File: src/hw/rtl/ccar_pkg.sv
// Shared types and constants for the character cell attribute renderer.
package ccar_pkg;

   localparam int unsigned STORE_DEPTH = 6912;
   localparam int unsigned ADDR_W      = 13;

   localparam logic [ADDR_W-1:0] STORE_SIZE   = 13'd6912;
   localparam logic [ADDR_W-1:0] BITMAP_SIZE  = 13'd6144;
   localparam logic [4:0]        ROWS         = 5'd24;
   localparam logic [4:0]        LAST_COLUMN  = 5'd31;
   localparam logic [8:0]        SHIFT_X      = 9'd32;
   localparam logic [7:0]        SHIFT_Y      = 8'd24;
   localparam logic [5:0]        PERIOD_RESET = 6'd16;
   localparam logic [2:0]        LAST_LINE    = 3'd7;

   localparam logic OP_WRITE = 1'b0;
   localparam logic OP_DRAW  = 1'b1;

   typedef struct packed {
      logic        opcode;
      logic [12:0] store_address;
      logic [7:0]  store_data;
      logic [4:0]  cell_row;
      logic [4:0]  cell_column;
   } ccar_req_type;

   typedef struct packed {
      logic [8:0]  screen_x;
      logic [7:0]  screen_y;
      logic [31:0] colour_run;
      logic        last_line;
   } ccar_rsp_type;

   typedef struct packed {
      logic       accept_write;
      logic       accept_draw;
      logic       load_attr;
      logic       rd_bitmap;
      logic [2:0] rd_line;
      logic       emit;
      logic [2:0] emit_line;
      logic       end_draw;
   } ccar_cmd_type;

endpackage

File: src/hw/rtl/ccar_ctrl.sv
// Controller: sequences the attribute read and eight bitmap reads of a draw.
module ccar_ctrl import ccar_pkg::*; (
   input  logic         clock,
   input  logic         reset,
   input  logic         start,
   input  ccar_req_type req_payload,
   output logic         busy,
   output ccar_cmd_type cmd
);

   typedef enum logic [1:0] {ST_IDLE, ST_ATTR, ST_LINE} state_type;

   state_type  state_ff;
   logic [2:0] line_ff;
   logic       idle;
   logic       draw_go;

   assign idle    = (state_ff == ST_IDLE);
   assign draw_go = start && idle && (req_payload.opcode == OP_DRAW)
                    && (req_payload.cell_row < ROWS);
   assign busy    = !idle;

   always_ff @(posedge clock) begin
      if (reset) begin
         state_ff <= ST_IDLE;
         line_ff  <= 3'd0;
      end else begin
         case (state_ff)
            ST_IDLE: begin
               line_ff <= 3'd0;
               if (draw_go) state_ff <= ST_ATTR;
            end
            ST_ATTR: begin
               line_ff  <= 3'd0;
               state_ff <= ST_LINE;
            end
            ST_LINE: begin
               line_ff <= line_ff + 3'd1;
               if (line_ff == LAST_LINE) state_ff <= ST_IDLE;
            end
            default: begin
               state_ff <= ST_IDLE;
               line_ff  <= 3'd0;
            end
         endcase
      end
   end

   always_comb begin
      cmd              = '0;
      cmd.accept_write = start && idle && (req_payload.opcode == OP_WRITE);
      cmd.accept_draw  = draw_go;
      cmd.load_attr    = (state_ff == ST_ATTR);
      cmd.rd_bitmap    = (state_ff == ST_ATTR)
                         || ((state_ff == ST_LINE) && (line_ff != LAST_LINE));
      cmd.rd_line      = (state_ff == ST_ATTR) ? 3'd0 : line_ff + 3'd1;
      cmd.emit         = (state_ff == ST_LINE);
      cmd.emit_line    = line_ff;
      cmd.end_draw     = (state_ff == ST_LINE) && (line_ff == LAST_LINE);
   end

endmodule

File: config.mk
export PLATFORM = sky130hd
export DESIGN_NAME = ccar_ctrl
export DESIGN_NICKNAME = d
export VERILOG_FILES = /design/src/hw/rtl/ccar_pkg.sv /design/src/hw/rtl/ccar_ctrl.sv
export SDC_FILE = /design/constraint.sdc
export NUM_CORES = 1
export LEC_CHECK = 0
export ABC_AREA = 1
export BUFFER_PORTS_ARGS = -buffer_cell sky130_fd_sc_hd__buf_2
export CAP_MARGIN = 40
export CORE_AREA = 2 2 39 41
export CTS_CLUSTER_SIZE = 10
export DETAILED_ROUTE_END_ITERATION = 16
export DIE_AREA = 0 0 41 43
export PLACE_DENSITY_LB_ADDON = 0.1
export SKIP_CTS_REPAIR_TIMING = 1
export SYNTH_ARGS = -nofsm -noshare
export SYNTH_HDL_FRONTEND = slang
export SYNTH_SLANG_ARGS = --single-unit
File: constraint.sdc
create_clock -name clock -period 3 [get_ports clock]
set_clock_uncertainty 0.2 [all_clocks]
set_input_delay 0.3 -clock clock [delete_from_list [all_inputs] [get_ports clock]]
set_output_delay 0.3 -clock clock [all_outputs]
set_load 0.02 [all_outputs]
==> results of run 1 <==
critical path: stages (launching register included):
cell and delay (ps):
dfxtp_1 340, ha_1 210, ha_1 180, inv_1 80, nand3_1 100, nand2_1 70, buf_2 160
layer usage:
metal / wire length [µm] / track usage (%)
met1: 224 / 10.7
met2: 268 / 12.5
met3: 90 / 9.42
met4: 8 / 4.00
met5: 0 / 0
worst max path at each step:
| stage | start | end | cells past startpoint |
|---|---|---|---|
| final | line_ff[0]$_SDFF_PP0_ | cmd[8] | 6 |
| after floorplan | line_ff[0]$_SDFF_PP0_ | cmd[7] | 4 |
| after CTS | line_ff[0]$_SDFF_PP0_ | cmd[8] | 6 |
| after global routing | line_ff[0]$_SDFF_PP0_ | cmd[8] | 6 |
| after global placement | line_ff[0]$_SDFF_PP0_ | cmd[8] | 6 |
| after detailed placement | line_ff[0]$_SDFF_PP0_ | cmd[8] | 6 |
where the power goes:
group	total, mW	internal, mW	switching [mW]
Sequential	0.0695	0.0682	0.00131
Clock	0.0795	0.0504	0.0291
Combinational	0.0281	0.0102	0.0178
layout make-up:
class	instances	area [µm²]	area share, %
Inverter	7	26.3	6.86
Multi-Input combinational cell	22	120	31.4
Sequential cell	5	100	26.1
Timing Repair Buffer	18	90.1	23.5
Tap cell	16	20.0	5.23
Clock buffer	4	26.3	6.86
kinds of logic (layout without fill, tap and decap cells):
| kind of cell | after synthesis | in the layout |
|---|---|---|
| flip-flops | 5 | 5 |
| AO/OA/AOI/OAI | 1 | 1 |
| AND/OR/NAND/NOR | 19 | 19 |
| buffers and inverters | 8 | 29 |
| adder cells (fa/ha/maj) | 2 | 2 |
flip-flops by register name, summed over array words and instances, names as in the netlist:
signal,flops
line_ff,3
state_ff,2
stage by stage:
step | util (%) | power (mW) | area, µm²
4_1_cts | 27.7 | 0.180 | 383
2_1_floorplan | - | 0.0891 | 254
6_report | 27.7 | 0.177 | 383
3_5_place_dp | 25.8 | 0.0990 | 357
5_1_grt | 27.7 | 0.190 | 383
3_3_place_gp | 25.8 | 0.0991 | 357
cells in the final DEF (no fill, tap or decap), drive strengths merged:
cell type and count:
clkbuf 4, inv 7, nor2 9, or2 1, nand2 6, buf 18
nand3 2, a21oi 1, ha 2, nor3 1, dfxtp 5
==> flow_summary.toml, run 1 <==
[logic_synthesis]
synthTopCellsByArea = "dfxtp_1, ha_1, inv_1, nor2_1, nand2_1"
synth_common_cells = "inv_1, nor2_1, dfxtp_1, nand2_1, nor2_2"
synth_top_family_by_area = "simple AND/OR/NAND/NOR gates"
synth_nets = 72
synth.distinct_cells = 13
synthXorXnorAreaFrac_pct = 0
yosys.area.top_type = "dfxtp_1"
ys_warn_count = 0
synth_edf_count = 0
muxShareOfSynthArea_pct = 0
avgSynthCellArea_um2 = 7.26
yosys.area_share.simple_pct = 35.5
synth-compound-area-share_pct = 1.97
async_flop_share_pct = 0
synthAdderAreaFrac_pct = 9.85
yosysTopAreaCellShare_pct = 39.4
synthFlopType = "dfxtp_1"
synth_seq_area_share_pct = 39.4
synthesis.area_um2 = 254
synth_cells = 35
ys_ff_latch = 5

[global_route]
antenna_found_initial = 0
grt_start_max_net_pins = 5
first_global_vias = 246
track_usage_pct = 9.76
grt_pass1_wl_um = 1060
overflow = 0

[drt]
dr.pass1.iters = 4
wl_per_cell_um = 8.21
vias = 280
viasPerCell = 3.89
drtIter0Drc = 3
ant_nets = 0
drc = 0
drt_wl_total_um = 591

[setup_path]
r2r_end = "state_ff[1]$_SDFFE_PP0P_"
reg2reg_from = "line_ff[0]$_SDFF_PP0_"
arrival_ps = 1380
required_ps = 2500
rr_worst_depth = 5
crit_path_start_kind = "register"
worstSetupEndpointType = "primary output"
ff2ff_setup_slack_ps = 1710
path_max_fanout = 4
crit_type = "reg2out"

[timing]
fin_crit_sh_pct = 62.7
post-route-min-period_ps = 1880
fmax_mhz = 531
slew_headroom_pct = 89.0
tns_ps = 0
finalWorstSetupSlack_ps = 1120
hold_violations = 0
worst_pin_slew_ps = 165
whs_ps = 50.7
rsz0062_at_grt = "false"
drv_slew = 0
setup_viol = 0

[power]
power_per_cell_area_mw_per_mm2 = 462
ir_drop_v = 0.000170
leakage_nw = 0.232

[die]
fp.dieW_um = 41
die_y_um = 43
die_area_mm2 = 0.00176
start_util_pct = 18.4
ioPinCount = 48
fp-row-count = 14
core-area_mm2 = 0.00138

[clock_network]
cts_buffers = 3
insertion_delay_ps = 240
clk_path_buf_depth = 2
cts_sinks = 5
htreeDepth = 1
cts_tree = "done"
cts-root-buf = "clkbuf_4"
clkTransAtPathRegs_ps = 40

[place]
place_ws_ps = 1390
gp_congestion = 0.601
dp_cells = 68
placement.io_buffers = 18
hpwl_um = 488

[final_layout]
diodes = 0
fill_cells = 160
nets = 94
syn2layout_area_growth_pct = 50.7
layoutNonFillerInstCount = 72
drive_gt1_share_pct = 48.2

[min_path]
holdPathStages = 2
hold_start = "reset"
hp-class = "in2reg"
min_to = "state_ff[1]$_SDFFE_PP0P_"

[status]
status = "finished, final reports clean"

[job]
max_cap_viol_count = 0
(Power assumes the default switching activity.)
==> run 2: changes to the inputs <==
==> constraint.sdc (replaced) <==
create_clock -name clock -period 1.87 [get_ports clock]
set_clock_uncertainty 0.2 [all_clocks]
set_input_delay 0.187 -clock clock [delete_from_list [all_inputs] [get_ports clock]]
set_output_delay 0.187 -clock clock [all_outputs]
set_load 0.02 [all_outputs]
==> run 2 against run 1 <==
  * Sequential power up 61%
  * Largest cell class unchanged
  * Highest routed layer unchanged
  * Combinational power up 69%
  * Total power up 62%
  * Cell count up 1.4%
  * Critical path depth unchanged
  * Count of clock-buffer cells in the layout unchanged
  * Via count up 1.4%
  * Clock power up 61%
  * Global-route usage unchanged
  * Register-to-register slack worse by 1100 ps
==> flow_summary.toml, run 2 (same netlist as run 1, synthesis figures left out) <==
[status]
status = "finished, final reports clean"

[timing]
drv_slew = 0
rsz0062_at_grt = "false"
hold_violations = 0
tns_ps = 0
worst_pin_slew_ps = 132
setup_viol = 0
fmax_mhz = 577
finalWorstSetupSlack_ps = 136
post-route-min-period_ps = 1730
fin_crit_sh_pct = 92.7
slew_headroom_pct = 91.1
whs_ps = 20.1

[place]
placement.io_buffers = 18
dp_cells = 68
hpwl_um = 488
place_ws_ps = 372
placed_cell_area_um2 = 357
gp_congestion = 0.601

[power]
netSwitchingPower_mw = 0.0779
switching_share_pct = 27.1
pwr-share-comb_pct = 16.6
seq_power_share_pct = 38.9
p_int_mw = 0.209
power_mw = 0.287
clock_power_share_pct = 44.5
leakage_nw = 0.237
power_per_cell_area_mw_per_mm2 = 724
ir_drop_v = 0.000243

[global_route]
overflow = 0
grt_pass1_wl_um = 1060
track_usage_pct = 9.76
antenna_found_initial = 0
grt_start_max_net_pins = 5
first_global_vias = 246

[setup_path]
slowest_delay_ps = 330
cp_common_cell = "ha_1"
crit_type = "reg2out"
path_max_fanout = 4
required_ps = 1480
cp_slowest_cell = "dfxtp_2"
critical_path.cell_chain = "ha_1, ha_1, inv_1, nand3_1, nand2_1, buf_4"
worstSetupEndpointType = "primary output"
arrival_ps = 1350
rr_worst_depth = 5
crit_path_start_kind = "register"

[final_layout]
drive_gt1_share_pct = 49.1
design_area_um2 = 397
final_common_cell = "buf_2"
reg_top3 = "line_ff (3), state_ff (2)"
syn2layout_area_growth_pct = 56.2
layoutNonFillerInstCount = 73
final_cell_mix = "buf_2, inv_1, nor2_1"
nets = 95
top_register = "line_ff"
diodes = 0
largest_reg_flops = 3
fin_util_pct = 28.7

[min_path]
hp-class = "in2reg"
holdPathStages = 3

[drt]
drc = 0
viasPerCell = 3.89
wl_per_cell_um = 8.19
dr.pass1.iters = 4
drtIter0Drc = 3
vias = 284
drt_wl_total_um = 598
ant_nets = 0

[die]
die_area_mm2 = 0.00176
fp-row-count = 14
ioPinCount = 48
fp.dieW_um = 41
start_util_pct = 18.4
die_y_um = 43
core-area_mm2 = 0.00138

[job]
max_cap_viol_count = 0

[clock_network]
clk_path_buf_depth = 2
htreeDepth = 1
cts_buffers = 3
cts_tree = "done"
insertion_delay_ps = 240
cts-root-buf = "clkbuf_4"
cts_sinks = 5
clkTransAtPathRegs_ps = 40
==> run 2: area by class of cell <==
type / instances / area [µm²]
Multi-Input combinational cell: 22 / 120
Timing Repair Buffer: 19 / 103
Tap cell: 16 / 20.0
Sequential cell: 5 / 101
Clock buffer: 4 / 26.3
Fill cell: 159 / 987
Inverter: 7 / 26.3
==> run 2: power groups by stage <==
stage | Clock, mW | Sequential (mW) | Combinational (mW)
final | 0.128 | 0.112 | 0.0476
after global routing | 0.141 | 0.112 | 0.0536
after detailed placement | 0 | 0.113 | 0.0453
after global placement | 0 | 0.114 | 0.0455
after CTS | 0.132 | 0.112 | 0.0458
after floorplan | 0 | 0.114 | 0.0291
==> run 2: final timing paths <==
kind / slack [ps] / end / startpoint
max: 140 / cmd[8] / line_ff[0]$_SDFF_PP0_
min: 20 / state_ff[0]$_SDFFE_PP0P_ / req_payload[31]
min reg2reg: 240 / line_ff[0]$_SDFF_PP0_ / line_ff[0]$_SDFF_PP0_
max reg2reg: 600 / state_ff[1]$_SDFFE_PP0P_ / line_ff[0]$_SDFF_PP0_
==> run 2: routing by layer <==
layer / track usage (%) / share of wire (%) / up-vias
li1: - / - / 147
met1: 10.7 / 38 / 120
met2: 12.5 / 46 / 15
met3: 9.42 / 15 / 2
met4: 4.00 / 1.3 / 0
met5: 0 / 0 / -
==> run 2: worst max-delay path, delay by kind of cell, from the launching register on <==
family	cells	cell delay [ps]
AND/OR/NAND/NOR	2	180
flip-flops	1	330
adder cells (fa/ha/maj)	2	370
buffers and inverters	2	220
